==> config.mk <==
export PLATFORM = sky130hd
export DESIGN_NAME = arithmetic_encoder_low_range
export DESIGN_NICKNAME = d
export VERILOG_FILES = /design/src/hw/rtl/alr_pkg.sv /design/src/hw/rtl/alr_pack.sv /design/src/hw/rtl/arithmetic_encoder_low_range.sv
export SDC_FILE = /design/constraint.sdc
export NUM_CORES = 1
export LEC_CHECK = 0
export BUFFER_PORTS_ARGS = -buffer_cell sky130_fd_sc_hd__buf_2
export CAP_MARGIN = 30
export CORE_ASPECT_RATIO = 1.4
export CORE_MARGIN = 3
export CORE_UTILIZATION = 60
export CTS_CLUSTER_DIAMETER = 30
export DETAILED_ROUTE_END_ITERATION = 12
export GPL_TIMING_DRIVEN = 0
export PLACE_DENSITY = 0.77
export SLEW_MARGIN = 20
export SYNTH_ARGS = -nofsm -noshare
export SYNTH_HDL_FRONTEND = slang
export SYNTH_SLANG_ARGS = --single-unit
==> constraint.sdc <==
create_clock -name clk -period 9.5 [get_ports clk]
set_input_delay 2.85 -clock clk [delete_from_list [all_inputs] [get_ports clk]]
set_output_delay 2.85 -clock clk [all_outputs]
set_load 0.02 [all_outputs]
==> src/hw/rtl/alr_pkg.sv <==
package alr_pkg;

    localparam int CUM_W  = 15;
    localparam int KIND_W = 2;
    localparam int BYTE_W = 8;
    localparam int BCNT_W = 4;

    localparam logic [KIND_W-1:0] KIND_ENC = 2'd0;
    localparam logic [KIND_W-1:0] KIND_FIN = 2'd1;
    localparam logic [KIND_W-1:0] KIND_RST = 2'd2;

    localparam logic [BCNT_W-1:0] BITS_FULL = 4'd8;
    localparam logic [BCNT_W-1:0] BITS_ONE  = 4'd1;

    typedef enum logic [3:0] {
        ST_IDLE,
        ST_MUL,
        ST_DIV,
        ST_UPD,
        ST_REN,
        ST_FOL,
        ST_FIN,
        ST_FINL,
        ST_FLUSH
    } state_t;

    typedef struct packed {
        logic put;
        logic data;
        logic fin;
        logic flush;
        logic clear;
        logic ovf;
    } pack_cmd_t;

endpackage

==> src/hw/rtl/alr_pack.sv <==
module alr_pack (
    input  logic                         clk,
    input  logic                         rst_n,
    input  alr_pkg::pack_cmd_t           cmd,
    output logic                         taken,
    output logic                         out_valid,
    input  logic                         out_ready,
    output logic [alr_pkg::BYTE_W-1:0]   out_byte,
    output logic                         last_of_run,
    output logic                         end_of_stream,
    output logic                         follow_overflow
);

    logic [alr_pkg::BYTE_W-1:0] partial_reg, partial_next;
    logic [alr_pkg::BCNT_W-1:0] bits_left_reg, bits_left_next;
    logic                       hold_valid_reg, hold_valid_next;
    logic [alr_pkg::BYTE_W-1:0] hold_byte_reg, hold_byte_next;
    logic                       hold_eos_reg, hold_eos_next;
    logic                       out_valid_reg, out_valid_next;
    logic [alr_pkg::BYTE_W-1:0] out_byte_reg, out_byte_next;
    logic                       last_reg, last_next;
    logic                       eos_reg, eos_next;
    logic                       ovf_reg, ovf_next;

    logic                       blocked;
    logic                       completes;
    logic                       push;
    logic                       move;
    logic [alr_pkg::BYTE_W-1:0] new_byte;

    // The hold stage keeps the newest byte back until it is known whether it closes the run.
    assign blocked   = hold_valid_reg && out_valid_reg && !out_ready;
    assign completes = (cmd.put && (bits_left_reg == alr_pkg::BITS_ONE)) || cmd.fin;
    assign new_byte  = cmd.fin ? (partial_reg >> bits_left_reg)
                               : {cmd.data, partial_reg[alr_pkg::BYTE_W-1:1]};

    always_comb
    begin
        taken = cmd.clear
             || (cmd.put && !(completes && blocked))
             || (cmd.fin && !blocked)
             || (cmd.flush && !blocked);
    end

    assign push = taken && completes;
    assign move = hold_valid_reg && (push || (cmd.flush && taken));

    always_comb
    begin
        partial_next    = partial_reg;
        bits_left_next  = bits_left_reg;
        hold_valid_next = hold_valid_reg;
        hold_byte_next  = hold_byte_reg;
        hold_eos_next   = hold_eos_reg;
        out_valid_next  = out_valid_reg;
        out_byte_next   = out_byte_reg;
        last_next       = last_reg;
        eos_next        = eos_reg;
        ovf_next        = ovf_reg;

        if (cmd.clear)
        begin
            partial_next   = '0;
            bits_left_next = alr_pkg::BITS_FULL;
        end
        else if (push)
        begin
            partial_next   = '0;
            bits_left_next = alr_pkg::BITS_FULL;
        end
        else if (cmd.put && taken)
        begin
            partial_next   = new_byte;
            bits_left_next = bits_left_reg - alr_pkg::BITS_ONE;
        end

        if (move)
        begin
            out_valid_next = 1'b1;
            out_byte_next  = hold_byte_reg;
            last_next      = cmd.flush;
            eos_next       = hold_eos_reg;
            ovf_next       = cmd.ovf;
        end
        else if (out_ready)
        begin
            out_valid_next = 1'b0;
        end

        if (push)
        begin
            hold_valid_next = 1'b1;
            hold_byte_next  = new_byte;
            hold_eos_next   = cmd.fin;
        end
        else if (move)
        begin
            hold_valid_next = 1'b0;
        end
    end

    always_ff @(posedge clk or negedge rst_n)
    begin
        if (!rst_n)
        begin
            partial_reg    <= '0;
            bits_left_reg  <= alr_pkg::BITS_FULL;
            hold_valid_reg <= 1'b0;
            out_valid_reg  <= 1'b0;
        end
        else
        begin
            partial_reg    <= partial_next;
            bits_left_reg  <= bits_left_next;
            hold_valid_reg <= hold_valid_next;
            out_valid_reg  <= out_valid_next;
        end
    end

    always_ff @(posedge clk)
    begin
        hold_byte_reg <= hold_byte_next;
        hold_eos_reg  <= hold_eos_next;
        out_byte_reg  <= out_byte_next;
        last_reg      <= last_next;
        eos_reg       <= eos_next;
        ovf_reg       <= ovf_next;
    end

    assign out_valid       = out_valid_reg;
    assign out_byte        = out_byte_reg;
    assign last_of_run     = last_reg;
    assign end_of_stream   = eos_reg;
    assign follow_overflow = ovf_reg;

`ifndef ASSERT_OFF
    a_push_has_room: assert property (@(posedge clk) disable iff (!rst_n)
        (push && hold_valid_reg) |-> (!out_valid_reg || out_ready))
        else $error("byte pushed while hold and output are both occupied");

    a_bits_left_range: assert property (@(posedge clk) disable iff (!rst_n)
        (bits_left_reg != '0) && (bits_left_reg <= alr_pkg::BITS_FULL))
        else $error("bit counter out of range");

    a_eos_is_last: assert property (@(posedge clk) disable iff (!rst_n)
        out_valid_reg |-> (!eos_reg || last_reg))
        else $error("end of stream byte not marked as last of run");
`endif

endmodule

==> src/hw/rtl/arithmetic_encoder_low_range.sv <==
// Arithmetic encoder with a CODE_BITS-wide low and range state.
// Input channel (in_valid/in_ready): one beat per item; kind selects encode,
// finish or restart, and the three count fields drive an encode.
// Output channel (out_valid/out_ready): one beat per packed code byte, first
// bit in bit 0; last_of_run marks the final byte of an item, end_of_stream the
// right-aligned byte that closes a finish.
// Items are handled one at a time; in_ready is high while the sequencer idles.
// An encode runs the multiply, the divide and the update, then up to CODE_BITS-1
// renormalisation steps, the follow bits and the release of the held byte;
// while the follow overflow flag is still clear the renormalisation steps run
// twice, once as a check pass that settles the flag. A finish shifts out the
// CODE_BITS bits of low and any pending follow bits, then closes and releases
// the last byte. The multiplier is shift-and-add and the divider yields one
// bit per cycle. Reset, or a restart item, sets low to zero and range to half.
// When the receiver stalls, a finished byte waits in the output register and
// one more in a hold stage; the sequencer pauses only when both are full.
module arithmetic_encoder_low_range #(
    parameter int CODE_BITS   = 16,
    parameter int FOLLOW_BITS = 8
) (
    input  logic                         clk,
    input  logic                         rst_n,
    input  logic                         in_valid,
    output logic                         in_ready,
    input  logic [alr_pkg::KIND_W-1:0]   kind,
    input  logic [alr_pkg::CUM_W-1:0]    cum_upper,
    input  logic [alr_pkg::CUM_W-1:0]    cum_lower,
    input  logic [alr_pkg::CUM_W-1:0]    cum_total,
    output logic                         out_valid,
    input  logic                         out_ready,
    output logic [alr_pkg::BYTE_W-1:0]   out_byte,
    output logic                         last_of_run,
    output logic                         end_of_stream,
    output logic                         follow_overflow
);

    localparam int CUM_W  = alr_pkg::CUM_W;
    localparam int PROD_W = CODE_BITS + CUM_W;
    localparam int CNT_W  = $clog2(PROD_W + 1);

    localparam logic [CODE_BITS-1:0]   HALF_VAL   = CODE_BITS'(1) << (CODE_BITS - 1);
    localparam logic [CODE_BITS-1:0]   QTR_VAL    = CODE_BITS'(1) << (CODE_BITS - 2);
    localparam logic [FOLLOW_BITS-1:0] FOLLOW_MAX = '1;
    localparam logic [FOLLOW_BITS-1:0] FOLLOW_ONE = FOLLOW_BITS'(1);
    localparam logic [CNT_W-1:0]       MUL_LAST   = CNT_W'(CUM_W - 1);
    localparam logic [CNT_W-1:0]       DIV_LAST   = CNT_W'(PROD_W - 1);
    localparam logic [CNT_W-1:0]       FIN_LAST   = CNT_W'(CODE_BITS - 1);
    localparam logic [CNT_W-1:0]       CNT_ONE    = CNT_W'(1);

    alr_pkg::state_t state_reg, state_next;

    logic [CODE_BITS-1:0]     low_reg, low_next;
    logic [CODE_BITS-1:0]     range_reg, range_next;
    logic [FOLLOW_BITS-1:0]   pend_reg, pend_next;
    logic                     ovf_reg, ovf_next;
    logic                     dry_reg, dry_next;
    logic                     fol_bit_reg, fol_bit_next;
    logic [CNT_W-1:0]         cnt_reg, cnt_next;
    logic [alr_pkg::KIND_W-1:0] kind_reg, kind_next;

    logic [CUM_W-1:0]         mpl_l_reg, mpl_l_next;
    logic [CUM_W-1:0]         mpl_u_reg, mpl_u_next;
    logic [CUM_W-1:0]         total_reg, total_next;
    logic [PROD_W-1:0]        acc_l_reg, acc_l_next;
    logic [PROD_W-1:0]        acc_u_reg, acc_u_next;
    logic [CUM_W-1:0]         rem_l_reg, rem_l_next;
    logic [CUM_W-1:0]         rem_u_reg, rem_u_next;
    logic [CODE_BITS-1:0]     quo_l_reg, quo_l_next;
    logic [CODE_BITS-1:0]     quo_u_reg, quo_u_next;
    logic [CODE_BITS-1:0]     save_low_reg, save_low_next;
    logic [CODE_BITS-1:0]     save_range_reg, save_range_next;
    logic [FOLLOW_BITS-1:0]   save_pend_reg, save_pend_next;

    alr_pkg::pack_cmd_t       pcmd;
    logic                     taken;
    logic                     in_fire;

    logic [CODE_BITS:0]       sum_lr;
    logic                     range_big;
    logic                     go_low;
    logic                     go_high;
    logic                     is_emit;
    logic [CODE_BITS-1:0]     low_shift;
    logic [CODE_BITS-1:0]     low_fol;
    logic [CODE_BITS-1:0]     low_fol_shift;
    logic [CODE_BITS-1:0]     range_shift;
    logic [PROD_W-1:0]        range_ext;
    logic [PROD_W-1:0]        add_l;
    logic [PROD_W-1:0]        add_u;
    logic [CUM_W:0]           trial_l;
    logic [CUM_W:0]           trial_u;
    logic [CUM_W:0]           diff_l;
    logic [CUM_W:0]           diff_u;
    logic                     ge_l;
    logic                     ge_u;
    logic [CODE_BITS-1:0]     r_new;
    logic [CODE_BITS-1:0]     low_upd;

    assign in_fire = in_valid && in_ready;

    // One renormalisation step.
    assign sum_lr        = {1'b0, low_reg} + {1'b0, range_reg};
    assign range_big     = range_reg > QTR_VAL;
    assign go_low        = sum_lr <= {1'b0, HALF_VAL};
    assign go_high       = !go_low && low_reg[CODE_BITS-1];
    assign is_emit       = go_low || go_high;
    assign low_shift     = {low_reg[CODE_BITS-2:0], 1'b0};
    assign low_fol       = low_reg - QTR_VAL;
    assign low_fol_shift = {low_fol[CODE_BITS-2:0], 1'b0};
    assign range_shift   = {range_reg[CODE_BITS-2:0], 1'b0};

    // Shift-and-add multiply, multiplier taken most significant bit first.
    assign range_ext = {{CUM_W{1'b0}}, range_reg};
    assign add_l = {acc_l_reg[PROD_W-2:0], 1'b0} + (mpl_l_reg[CUM_W-1] ? range_ext : '0);
    assign add_u = {acc_u_reg[PROD_W-2:0], 1'b0} + (mpl_u_reg[CUM_W-1] ? range_ext : '0);

    // Restoring division, one quotient bit per cycle.
    assign trial_l = {rem_l_reg, acc_l_reg[PROD_W-1]};
    assign trial_u = {rem_u_reg, acc_u_reg[PROD_W-1]};
    assign ge_l    = trial_l >= {1'b0, total_reg};
    assign ge_u    = trial_u >= {1'b0, total_reg};
    assign diff_l  = trial_l - {1'b0, total_reg};
    assign diff_u  = trial_u - {1'b0, total_reg};

    assign r_new   = quo_u_reg - quo_l_reg;
    assign low_upd = low_reg + quo_l_reg;

    always_comb
    begin
        state_next = state_reg;
        case (state_reg)
            alr_pkg::ST_IDLE:
            begin
                if (in_fire)
                begin
                    if (kind == alr_pkg::KIND_ENC && cum_total != '0)
                    begin
                        state_next = alr_pkg::ST_MUL;
                    end
                    else if (kind == alr_pkg::KIND_FIN)
                    begin
                        state_next = alr_pkg::ST_FIN;
                    end
                end
            end
            alr_pkg::ST_MUL:
            begin
                if (cnt_reg == MUL_LAST)
                begin
                    state_next = alr_pkg::ST_DIV;
                end
            end
            alr_pkg::ST_DIV:
            begin
                if (cnt_reg == DIV_LAST)
                begin
                    state_next = alr_pkg::ST_UPD;
                end
            end
            alr_pkg::ST_UPD:
            begin
                state_next = (r_new == '0) ? alr_pkg::ST_IDLE : alr_pkg::ST_REN;
            end
            alr_pkg::ST_REN:
            begin
                if (range_big)
                begin
                    if (!dry_reg)
                    begin
                        state_next = alr_pkg::ST_FLUSH;
                    end
                end
                else if (!dry_reg && is_emit && taken && pend_reg != '0)
                begin
                    state_next = alr_pkg::ST_FOL;
                end
            end
            alr_pkg::ST_FOL:
            begin
                if (taken && pend_reg == FOLLOW_ONE)
                begin
                    state_next = (kind_reg == alr_pkg::KIND_FIN) ? alr_pkg::ST_FIN
                                                                 : alr_pkg::ST_REN;
                end
            end
            alr_pkg::ST_FIN:
            begin
                if (taken)
                begin
                    if (cnt_reg == '0 && pend_reg != '0)
                    begin
                        state_next = alr_pkg::ST_FOL;
                    end
                    else if (cnt_reg == FIN_LAST)
                    begin
                        state_next = alr_pkg::ST_FINL;
                    end
                end
            end
            alr_pkg::ST_FINL:
            begin
                if (taken)
                begin
                    state_next = alr_pkg::ST_FLUSH;
                end
            end
            alr_pkg::ST_FLUSH:
            begin
                if (taken)
                begin
                    state_next = alr_pkg::ST_IDLE;
                end
            end
            default:
            begin
                state_next = alr_pkg::ST_IDLE;
            end
        endcase
    end

    always_comb
    begin
        in_ready = 1'b0;
        pcmd     = '0;
        pcmd.ovf = ovf_reg;
        case (state_reg)
            alr_pkg::ST_IDLE:
            begin
                in_ready   = 1'b1;
                pcmd.clear = in_valid && kind == alr_pkg::KIND_RST;
            end
            alr_pkg::ST_REN:
            begin
                pcmd.put  = !dry_reg && !range_big && is_emit;
                pcmd.data = go_high;
            end
            alr_pkg::ST_FOL:
            begin
                pcmd.put  = 1'b1;
                pcmd.data = fol_bit_reg;
            end
            alr_pkg::ST_FIN:
            begin
                pcmd.put  = 1'b1;
                pcmd.data = save_low_reg[CODE_BITS-1];
            end
            alr_pkg::ST_FINL:
            begin
                pcmd.fin = 1'b1;
            end
            alr_pkg::ST_FLUSH:
            begin
                pcmd.flush = 1'b1;
            end
            default:
            begin
                in_ready = 1'b0;
            end
        endcase
    end

    always_comb
    begin
        low_next        = low_reg;
        range_next      = range_reg;
        pend_next       = pend_reg;
        ovf_next        = ovf_reg;
        dry_next        = dry_reg;
        fol_bit_next    = fol_bit_reg;
        cnt_next        = cnt_reg;
        kind_next       = kind_reg;
        mpl_l_next      = mpl_l_reg;
        mpl_u_next      = mpl_u_reg;
        total_next      = total_reg;
        acc_l_next      = acc_l_reg;
        acc_u_next      = acc_u_reg;
        rem_l_next      = rem_l_reg;
        rem_u_next      = rem_u_reg;
        quo_l_next      = quo_l_reg;
        quo_u_next      = quo_u_reg;
        save_low_next   = save_low_reg;
        save_range_next = save_range_reg;
        save_pend_next  = save_pend_reg;

        case (state_reg)
            alr_pkg::ST_IDLE:
            begin
                if (in_fire)
                begin
                    kind_next     = kind;
                    mpl_l_next    = cum_lower;
                    mpl_u_next    = cum_upper;
                    total_next    = cum_total;
                    acc_l_next    = '0;
                    acc_u_next    = '0;
                    cnt_next      = '0;
                    save_low_next = low_reg;
                    if (kind == alr_pkg::KIND_RST)
                    begin
                        low_next   = '0;
                        range_next = HALF_VAL;
                        pend_next  = '0;
                        ovf_next   = 1'b0;
                    end
                end
            end
            alr_pkg::ST_MUL:
            begin
                acc_l_next = add_l;
                acc_u_next = add_u;
                mpl_l_next = {mpl_l_reg[CUM_W-2:0], 1'b0};
                mpl_u_next = {mpl_u_reg[CUM_W-2:0], 1'b0};
                cnt_next   = (cnt_reg == MUL_LAST) ? '0 : cnt_reg + CNT_ONE;
                rem_l_next = '0;
                rem_u_next = '0;
            end
            alr_pkg::ST_DIV:
            begin
                acc_l_next = {acc_l_reg[PROD_W-2:0], 1'b0};
                acc_u_next = {acc_u_reg[PROD_W-2:0], 1'b0};
                rem_l_next = ge_l ? diff_l[CUM_W-1:0] : trial_l[CUM_W-1:0];
                rem_u_next = ge_u ? diff_u[CUM_W-1:0] : trial_u[CUM_W-1:0];
                quo_l_next = {quo_l_reg[CODE_BITS-2:0], ge_l};
                quo_u_next = {quo_u_reg[CODE_BITS-2:0], ge_u};
                cnt_next   = cnt_reg + CNT_ONE;
            end
            alr_pkg::ST_UPD:
            begin
                if (r_new != '0)
                begin
                    low_next        = low_upd;
                    range_next      = r_new;
                    save_low_next   = low_upd;
                    save_range_next = r_new;
                    save_pend_next  = pend_reg;
                    // The check pass only matters while the overflow flag is clear.
                    dry_next        = !ovf_reg;
                end
            end
            alr_pkg::ST_REN:
            begin
                if (range_big)
                begin
                    if (dry_reg)
                    begin
                        low_next   = save_low_reg;
                        range_next = save_range_reg;
                        pend_next  = save_pend_reg;
                        dry_next   = 1'b0;
                    end
                end
                else if (is_emit)
                begin
                    if (dry_reg)
                    begin
                        low_next   = low_shift;
                        range_next = range_shift;
                        pend_next  = '0;
                    end
                    else if (taken)
                    begin
                        low_next     = low_shift;
                        range_next   = range_shift;
                        fol_bit_next = !go_high;
                    end
                end
                else
                begin
                    if (pend_reg != FOLLOW_MAX)
                    begin
                        pend_next = pend_reg + FOLLOW_ONE;
                    end
                    else
                    begin
                        ovf_next = 1'b1;
                    end
                    low_next   = low_fol_shift;
                    range_next = range_shift;
                end
            end
            alr_pkg::ST_FOL:
            begin
                if (taken)
                begin
                    pend_next = pend_reg - FOLLOW_ONE;
                end
            end
            alr_pkg::ST_FIN:
            begin
                if (taken)
                begin
                    save_low_next = {save_low_reg[CODE_BITS-2:0], 1'b0};
                    cnt_next      = cnt_reg + CNT_ONE;
                    fol_bit_next  = !save_low_reg[CODE_BITS-1];
                end
            end
            default:
            begin
                cnt_next = cnt_reg;
            end
        endcase
    end

    always_ff @(posedge clk or negedge rst_n)
    begin
        if (!rst_n)
        begin
            state_reg <= alr_pkg::ST_IDLE;
            low_reg   <= '0;
            range_reg <= HALF_VAL;
            pend_reg  <= '0;
            ovf_reg   <= 1'b0;
            dry_reg   <= 1'b0;
            cnt_reg   <= '0;
            kind_reg  <= alr_pkg::KIND_ENC;
        end
        else
        begin
            state_reg <= state_next;
            low_reg   <= low_next;
            range_reg <= range_next;
            pend_reg  <= pend_next;
            ovf_reg   <= ovf_next;
            dry_reg   <= dry_next;
            cnt_reg   <= cnt_next;
            kind_reg  <= kind_next;
        end
    end

    always_ff @(posedge clk)
    begin
        fol_bit_reg    <= fol_bit_next;
        mpl_l_reg      <= mpl_l_next;
        mpl_u_reg      <= mpl_u_next;
        total_reg      <= total_next;
        acc_l_reg      <= acc_l_next;
        acc_u_reg      <= acc_u_next;
        rem_l_reg      <= rem_l_next;
        rem_u_reg      <= rem_u_next;
        quo_l_reg      <= quo_l_next;
        quo_u_reg      <= quo_u_next;
        save_low_reg   <= save_low_next;
        save_range_reg <= save_range_next;
        save_pend_reg  <= save_pend_next;
    end

    alr_pack u_pack (
        .clk             (clk),
        .rst_n           (rst_n),
        .cmd             (pcmd),
        .taken           (taken),
        .out_valid       (out_valid),
        .out_ready       (out_ready),
        .out_byte        (out_byte),
        .last_of_run     (last_of_run),
        .end_of_stream   (end_of_stream),
        .follow_overflow (follow_overflow)
    );

`ifndef ASSERT_OFF
    a_range_nonzero: assert property (@(posedge clk) disable iff (!rst_n)
        range_reg != '0)
        else $error("range register reached zero");

    a_follow_nonempty: assert property (@(posedge clk) disable iff (!rst_n)
        (state_reg == alr_pkg::ST_FOL) |-> (pend_reg != '0))
        else $error("follow bit emitted with no pending follow count");

    a_ovf_sticky: assert property (@(posedge clk) disable iff (!rst_n)
        (ovf_reg && !(in_fire && kind == alr_pkg::KIND_RST)) |=> ovf_reg)
        else $error("overflow flag cleared without a restart");

    a_rem_below_total: assert property (@(posedge clk) disable iff (!rst_n)
        (state_reg == alr_pkg::ST_DIV) |-> (rem_l_reg < total_reg && rem_u_reg < total_reg))
        else $error("divider remainder not below the total");
`endif

endmodule
==> results.toml <==
[sta]
rsz0062_at_grt = "false"
max_freq_mhz = 191
worst_pin_slew_ps = 943
finalMaxSlewViolations = 0
slew_headroom = 0.367
tns_ps = 0
finalCritPeriodShare = 0.551
hold_viol = 0
setup_viol = 0
period_needed_ps = 5240
finalClockSkew_ps = 23.8

[synthesis]
synth_fp_nets = 2087
ys.flop_type = "edfxtp_1"
synthCells = 1914
synth_top_area_frac = 0.361
yosysMostFrequentCell = "nand2_1"
synthesis.area_mm2 = 0.0191
synth_area_leaders = "edfxtp_1, dfrtp_1, ha_1, nand2_1, o21ai_0"
yosysSeqAreaShare = 0.448
synth_edf_count = 230
synth_seq_cells = 297
ys_top_cells_by_count = "nand2_1, edfxtp_1, o21ai_0, nor2_1, ha_1"
syn_area_per_cell_um2 = 10.0
ys_types = 95
ys_warn_count = 0
synth_top_area_cell = "edfxtp_1"
async_reset_ff_frac = 0.226

[layout]
nNetsFinal = 2218
stdcell_count = 2482
antenna_cells = 0
area_growth_pct = 15.4
drive_above_1_share = 0.128
fin_util = 0.711
design_area_mm2 = 0.0221

[critical_path]
path_cells = "buf_2 > nand2_1 > inv_1 > nand2_1 > o21ai_0 > o31ai_2 > o31ai_1 > and2_1"
cp_slowest_stage_delay_ps = 560
path_max_fanout = 16
crit_path_frequent_cell = "nand2_1"
setup.worst_path.start_class = "input pin"
required_ps = 9720
crit_slowest_cell = "inv_1"
cp_top_family = "compound AO/OA/AOI/OAI gates"
crit_type = "input pin to flip-flop"
crit_arrival_ps = 5460
crit_buf_inv = 2
critPathCaptureType = "flip-flop"

[drt]
drt_iter0_markers = 1188
drtPass1Iterations = 5
drt-vias-per-instance = 6.31
drc_errors = 0
wire_per_inst_um = 19.9
highest_layer = "met4"
num_vias = 15700
routed_wl_um = 49500
dr_wl_met2_um = 25400
met1Wirelength_um = 19400
postRouteAntennaNets = 0
wl_met3_um = 2590

[floorplanning]
die-area_mm2 = 0.0341
start_util = 0.616
rows = 76
die_y_um = 217
io_pins = 64
die_w_um = 157
coreArea_mm2 = 0.0311

[placement]
gp_congestion = 0.944
portBuffers = 63
hpwl_um = 35700
placed_area_mm2 = 0.0202
placed_cells = 2377

[clock_tree]
clockBufferDepth = 3
cts.repair.resized = 0
cts_buffers = 56
cts_tree = "done"
cts.sinks = 297
path_clk_slew_ps = 50
htree_levels = 2
clk_latency_ps = 590
root_buffer = "clkbuf_16"
cts_hold_repair.buffers = 0
postCtsSetupBuffers = 0

[global_route]
grt_pass1_wl_um = 80500
antenna_found_initial = 0
grt_max_degree = 48
gr-total-overflow = 0
grt_use_total = 0.291
first_global_vias = 15800

[job]
cap_violations = 0

[min_path]
hp-class = "flip-flop to flip-flop"

[pwr]
totalPowerFinal_w = 0.00836
leakage_nw = 9.20
power_density_mw_per_mm2 = 378
ir_worst_vdd_v = 0.000282

[run_status]
status = "finished, final reports clean"
-- report_power, final --
| part | switching (W) | total, W | internal [W] | leakage [nW] |
|---|---|---|---|---|
| registers | 0.000389 | 0.00249 | 0.00211 | 3.09 |
| logic | 0.00231 | 0.00386 | 0.00155 | 5.18 |
| clock network | 0.000721 | 0.00200 | 0.00128 | 0.927 |
-- stage by stage --
| stage | setup WS (ps) | hold slack, ps |
|---|---|---|
| floorplan | 3530 | 400 |
| global placement | 1920 | 405 |
| detailed placement | 3770 | 406 |
| CTS | 4310 | 418 |
| global route | 4080 | 424 |
| finish | 4260 | 417 |
-- logic make-up (layout without fill, tap and decap cells) --
group,count (synthesis),after routing,synth area share
xor gates and xnor gates,70,70,0.0320
AOI/OAI and AO/OA,486,486,0.169
muxes,108,108,0.0650
buffers and inverters,159,337,0.0378
adders and majority gates,122,122,0.0825
and+or+nand+nor,672,672,0.165
DFF,297,297,0.448
-- cell usage in the layout, fill, tap and decap left out, types with 64 or more instances in the layout --
| cell type | n |
|---|---|
| edfxtp_1 | 230 |
| dfrtp_1 | 65 |
| buf_2 | 68 |
| nand2_1 | 251 |
| o21ai_0 | 147 |
| mux2i_1 | 64 |
| inv_1 | 84 |
| nor2_1 | 135 |
| a21oi_1 | 73 |
| ha_1 | 115 |
-- final timing paths --
check | start | to | slack (ps) | cells past startpoint
min in group asynchronous | rst_n | u_pack.partial_reg[2] | 2150 | 1
worst min-delay path | u_pack.hold_byte_reg[4] | u_pack.out_byte[4] | 420 | 0
worst min register to register | u_pack.hold_byte_reg[4] | u_pack.out_byte[4] | 420 | 0
worst max register to register | quo_u_reg[0] | range_reg[3] | 4620 | 15
worst max-delay path | in_valid | u_pack.end_of_stream | 4260 | 8
max in group asynchronous | rst_n | range_reg[13] | 6770 | 2
-- worst reg2reg max path, stage by stage, from the launching register on --
cell and delay (ps):
edfxtp_1 530, inv_1 140, ha_1 230, fa_1 280, nor2b_4 50, o31a_1 270
o31a_2 370, o211ai_1 280, or4b_2 630, o311ai_1 290, nor4_2 240, a21oi_4 540
o21ba_1 240, buf_6 170, buf_12 170, mux2_4 310
-- area by class of cell --
class | count | area [µm²]
Buffer | 74 | 407
Clock buffer | 59 | 1410
Clock inverter | 46 | 502
Fill cell | 2241 | 9000
Inverter | 85 | 319
Multi-Input combinational cell | 1458 | 9890
Sequential cell | 297 | 8590
Tap cell | 390 | 488
Timing Repair Buffer | 73 | 489
-- layer usage --
layer  track usage  up-vias
met5             0        -
met2         0.508      516
li1              -     7424
met3        0.0426      146
met4         0.130        0
met1         0.354     7575
Note: power is estimated with default switching activity, not from simulation.
